===== config.mk =====
export PLATFORM = sky130hd
export DESIGN_NAME = lei_mul
export DESIGN_NICKNAME = d
export VERILOG_FILES = /design/src/lei_mul.sv
export SDC_FILE = /design/constraint.sdc
export NUM_CORES = 2
export LEC_CHECK = 0
export BUFFER_PORTS_ARGS = -buffer_cell sky130_fd_sc_hd__buf_4
export CAP_MARGIN = 15
export CORE_MARGIN = 1
export CORE_UTILIZATION = 40
export CTS_CLUSTER_SIZE = 16
export DETAILED_ROUTE_END_ITERATION = 10
export HOLD_SLACK_MARGIN = 0.1
export PLACE_DENSITY = 0.67
export SYNTH_ARGS = -nofsm -noshare
export SYNTH_HDL_FRONTEND = slang
export SYNTH_SLANG_ARGS = --single-unit

===== constraint.sdc =====
create_clock -name clk_i -period 12.6 [get_ports clk_i]
set_input_delay 0.63 -clock clk_i [delete_from_list [all_inputs] [get_ports clk_i]]
set_output_delay 0.63 -clock clk_i [all_outputs]
set_load 0.01 [all_outputs]

===== src/lei_mul.sv =====
// Pipelined signed multiply with round-half-away shift and 64-bit saturation.
// Splits operands into 32-bit chunks and registers the partial products.
module lei_mul #(
  parameter int AW = 32,
  parameter int BW = 32,
  parameter int SH = 0
) (
  input  logic                 clk_i,
  input  logic                 ce_i,
  input  logic signed [AW-1:0] a_i,
  input  logic signed [BW-1:0] b_i,
  output logic signed [63:0]   p_o
);
  localparam int NA = (AW + 31) / 32;
  localparam int NB = (BW + 31) / 32;
  localparam int PW = 32 * (NA + NB);
  localparam int HS = (SH > 0) ? SH - 1 : 0;

  logic [AW-1:0]   abs_a;
  logic [BW-1:0]   abs_b;
  logic [NA*32-1:0] ua_q;
  logic [NB*32-1:0] ub_q;
  logic            neg1_q, neg2_q, neg3_q;
  logic [63:0]     pp_q [NA][NB];
  logic [PW-1:0]   prod_d, prod_q;
  logic [PW:0]     rnd, quo;
  logic [63:0]     lim, mag;

  assign abs_a = a_i[AW-1] ? (~a_i + 1'b1) : a_i;
  assign abs_b = b_i[BW-1] ? (~b_i + 1'b1) : b_i;

  always_ff @(posedge clk_i) begin
    if (ce_i) begin
      ua_q   <= (NA*32)'(abs_a);
      ub_q   <= (NB*32)'(abs_b);
      neg1_q <= a_i[AW-1] ^ b_i[BW-1];
      neg2_q <= neg1_q;
      neg3_q <= neg2_q;
      for (int i = 0; i < NA; i++) begin
        for (int j = 0; j < NB; j++) begin
          pp_q[i][j] <= 64'(ua_q[32*i +: 32]) * 64'(ub_q[32*j +: 32]);
        end
      end
      prod_q <= prod_d;
    end
  end

  always_comb begin
    prod_d = '0;
    for (int i = 0; i < NA; i++) begin
      for (int j = 0; j < NB; j++) begin
        prod_d = prod_d + (PW'(pp_q[i][j]) << (32 * (i + j)));
      end
    end
  end

  // Round half away from zero on the magnitude, then clamp and restore the sign.
  always_comb begin
    rnd = {1'b0, prod_q};
    if (SH > 0) begin
      rnd = rnd + ((PW+1)'(1) << HS);
    end
    quo = rnd >> SH;
    lim = neg3_q ? {1'b1, 63'd0} : {1'b0, {63{1'b1}}};
    mag = (quo > (PW+1)'(lim)) ? lim : quo[63:0];
  end

  always_ff @(posedge clk_i) begin
    if (ce_i) begin
      p_o <= neg3_q ? (~mag + 1'b1) : mag;
    end
  end
endmodule


==> reports/qor.txt <==
========================================================================================
Horiz. Die Dim ............................................................     341.4 um
Setup TNS .................................................................         0 ps
Boundary pin count ........................................................          130
PortBufs ..................................................................          129
Biggest area contributors in the synthesized netlist ...................... sky130_fd_sc_hd__fa_1, sky130_fd_sc_hd__edfxtp_1, sky130_fd_sc_hd__ha_1
Cts-stage hold buffer count ...............................................            0
Critical-path top delay cell .............................................. sky130_fd_sc_hd__edfxtp_1
Count of clock tree sinks .................................................          259
Number of global-route vias before repair .................................        35230
Critical Path RT ..........................................................     12930 ps
Critical path buffers and inverters .......................................            8
Num rows ..................................................................          124
Largest clock skew in the final design ....................................     29.58 ps
Max-Slew Margin vs Limit ..................................................       27.26%
Actual transition at the worst max-transition pin .........................      1091 ps
Count of flip-flops with a built-in enable after synthesis ................          259
Result of the run ......................................................... complete, no violations
Post-detailed-route DRC marker count ......................................            0
First-pass GRT wire length ................................................    197900 um
Proportion of synthesized flip-flops having asynchronous set or reset .....           0%
Number of failing setup endpoints in the final timing report ..............            0
Total CTS buffers .........................................................           29
Number of instances in the synthesized netlist ............................         4735
Critical Path Most Common Cell ............................................ sky130_fd_sc_hd__fa_1
Initial antenna violation count ...........................................            4
R2r worst-path depth ......................................................           28
GRT Resource Usage Total ..................................................       21.69%
Worst hold path startpoint ................................................       a_i[0]
Endpoint arrival time on the critical path ................................      9400 ps
Worst path depth ..........................................................           28
WS Path Type .............................................................. flip-flop to flip-flop
Number of warnings printed during yosys synthesis .........................            0
Combined area of the multi-input logic cells ..............................    34060 um2
Die Y .....................................................................     341.4 um
Hold Crit Class ........................................................... primary input to flip-flop
Dominant synthesized flop cell ............................................ sky130_fd_sc_hd__edfxtp_1
Mean cell area of the mapped netlist ......................................    9.729 um2
CP endpoint ...............................................................  pp_q[0][59]
CP startpoint kind ........................................................    flip-flop
Post-cts repair resize count ..............................................            0
Cell family contributing the most delay on the critical path ..............  adder cells
Post-synth top area share .................................................       38.94%
Worst setup path startpoint ...............................................     ua_q[10]
Fraction of final layout cells sized beyond drive strength 1 ..............       5.912%
Area of the mapped netlist ................................................    46070 um2
Tmin final ................................................................      9069 ps
Clock tree root driver cell ............................................... sky130_fd_sc_hd__clkbuf_16
First-iteration detailed-routing DRC count ................................         2357
Number of hold violations in the final report .............................            0
Critical Path Sink Type ...................................................    flip-flop
Portion of the clock cycle consumed by the worst path in the final layout .       71.98%
Placer congestion estimate ................................................       0.9081
Routed via count divided by cell count ....................................        5.279
Placeable core region .....................................................   114200 um2
Fill cell instance count of the final layout ..............................        11020
Source-to-sink clock delay at the later pin of the worst-skew pair ........       610 ps
CTS tree ..................................................................        built
Max Clock Freq ............................................................    110.3 MHz
Routed Wire Length ........................................................    123200 um
Clock-pin slew on the worst setup and hold paths ..........................        70 ps
RSZ-0062 raised after global routing ......................................        false
Net Count, Synth ..........................................................         6027
Max-cap violations ........................................................            0
Initial core utilization ..................................................       40.34%
Count of unique library cells instantiated by Yosys .......................           69
Remaining antenna violation count .........................................            0
Startpoint of the worst-slack reg-to-reg timing path ......................     ua_q[10]
Capture instance of the worst register-to-register path ...................  pp_q[0][59]
Maximum buffer depth of the clock tree ....................................            3
Total overflow reported by the global router ..............................            0
Detailed Routing Iterations Pass 1 ........................................            6
Register bit count reported by yosys ......................................          259
Final routed wire length divided by cell count ............................     19.72 um
Area overhead of the layout relative to synthesis .........................       7.581%
Vias ......................................................................        32990
Pin count of the biggest net entering global routing ......................          104
Net count reported at finish ..............................................         6007
Floorplan die area ........................................................   116500 um2
Buffer count from post-CTS setup fixing ...................................            0
Half-perimeter wire length after placement ................................     91100 um
Register-to-register setup slack ..........................................      3530 ps
Maximum fanout along the worst path .......................................           17
Area used by sequential logic in the layout ...............................     7777 um2
Share of the yosys chip area belonging to registers .......................       16.88%
Biggest area consumer among synthesized cells ............................. sky130_fd_sc_hd__fa_1
Maximum single-stage delay on the critical path ...........................       840 ps
Pins over their slew limit ................................................            0
H-tree depth ..............................................................            1
========================================================================================
## worst min-delay path by stage
| stage | to | slack, ps | depth (start not counted) |
|---|---|---|---|
| 6_report | ua_q[0] | 210 | 1 |
| 5_1_grt | ua_q[0] | 200 | 1 |
| 2_1_floorplan | neg2_q | 400 | 0 |
| 4_1_cts | ua_q[0] | 180 | 1 |
| 3_3_place_gp | prod_q[31] | 400 | 0 |
| 3_5_place_dp | neg3_q | 400 | 0 |
## layout by cell type, fill, tap and decap left out, types with 29 or more instances in the layout
| cell type | instances |
|---|---|
| sky130_fd_sc_hd__nor2_1 | 98 |
| sky130_fd_sc_hd__and2_1 | 601 |
| sky130_fd_sc_hd__xnor2_1 | 92 |
| sky130_fd_sc_hd__clkbuf_16 | 29 |
| sky130_fd_sc_hd__a21o_1 | 49 |
| sky130_fd_sc_hd__o21ai_0 | 137 |
| sky130_fd_sc_hd__nor3_1 | 54 |
| sky130_fd_sc_hd__inv_1 | 881 |
| sky130_fd_sc_hd__nand3_1 | 40 |
| sky130_fd_sc_hd__ha_1 | 330 |
| sky130_fd_sc_hd__a21oi_1 | 145 |
| sky130_fd_sc_hd__buf_4 | 193 |
| sky130_fd_sc_hd__edfxtp_1 | 259 |
| sky130_fd_sc_hd__fa_1 | 896 |
| sky130_fd_sc_hd__nand2_1 | 544 |
## flip-flops by register name (all words and copies together) (netlist names)
| signal | count |
|---|---|
| prod_q | 64 |
| neg3_q | 1 |
| ub_q | 32 |
| p_o | 64 |
| pp_q | 64 |
| neg2_q | 1 |
| neg1_q | 1 |
| ua_q | 32 |
## cells by family (layout without fill, tap and decap cells)
kind of cell	count (synthesis)	after routing	synth area share [%]
simple gates	1501	1501	16.88
mux	14	14	0.3096
xor+xnor	120	120	2.282
compound gates	485	485	6.532
buf+inv	1130	1131	9.208
flops	259	259	16.88
other cells	0	1	0
fa+ha+maj	1226	1226	47.90
## Yosys cell counts (24+ instances only)
cell type / n
sky130_fd_sc_hd__a211oi_1: 25
sky130_fd_sc_hd__a21o_1: 49
sky130_fd_sc_hd__a21oi_1: 146
sky130_fd_sc_hd__and2_1: 601
sky130_fd_sc_hd__clkbuf_1: 244
sky130_fd_sc_hd__edfxtp_1: 259
sky130_fd_sc_hd__fa_1: 896
sky130_fd_sc_hd__ha_1: 330
sky130_fd_sc_hd__inv_1: 882
sky130_fd_sc_hd__nand2_1: 544
sky130_fd_sc_hd__nand3_1: 40
sky130_fd_sc_hd__nand4_1: 26
sky130_fd_sc_hd__nor2_1: 98
sky130_fd_sc_hd__nor3_1: 54
sky130_fd_sc_hd__o21ai_0: 137
sky130_fd_sc_hd__or3_1: 24
sky130_fd_sc_hd__xnor2_1: 92
sky130_fd_sc_hd__xor2_1: 28
## area by class of cell
class,count,area share (%)
Inverter,882,6.680
Multi-Input combinational cell,3346,68.72
Clock buffer,30,1.472
Clock inverter,22,0.5453
Timing Repair Buffer,197,3.063
Antenna cell,1,0.005049
Tap cell,1512,3.817
Sequential cell,259,15.69
## per-layer routing
metal	up-vias	wire length [um]	global-route usage, %
li1	14660	-	-
met1	16770	54430	30.67
met2	1314	53660	33.25
met3	234	11730	5.367
met4	4	3365	5.503
met5	-	24	0
## through the flow
step / worst slack, ps / cells / cell area [um2] / util [%] / hold WS (ps)
3_5_place_dp: 3578 / 6193 / 48500 / 42.47 / 404.5
3_3_place_gp: 3632 / 6193 / 48500 / 42.47 / 401.3
4_1_cts: 3546 / 6245 / 49500 / 43.35 / 184.7
2_1_floorplan: 4797 / 4735 / 46070 / - / 400.3
6_report: 3531 / 6249 / 49560 / 43.40 / 211.3
5_1_grt: 3172 / 6248 / 49560 / 43.40 / 199.8
Power is not shown: default switching activity piles up to over one toggle a cycle in this logic, so the estimate is an artifact.
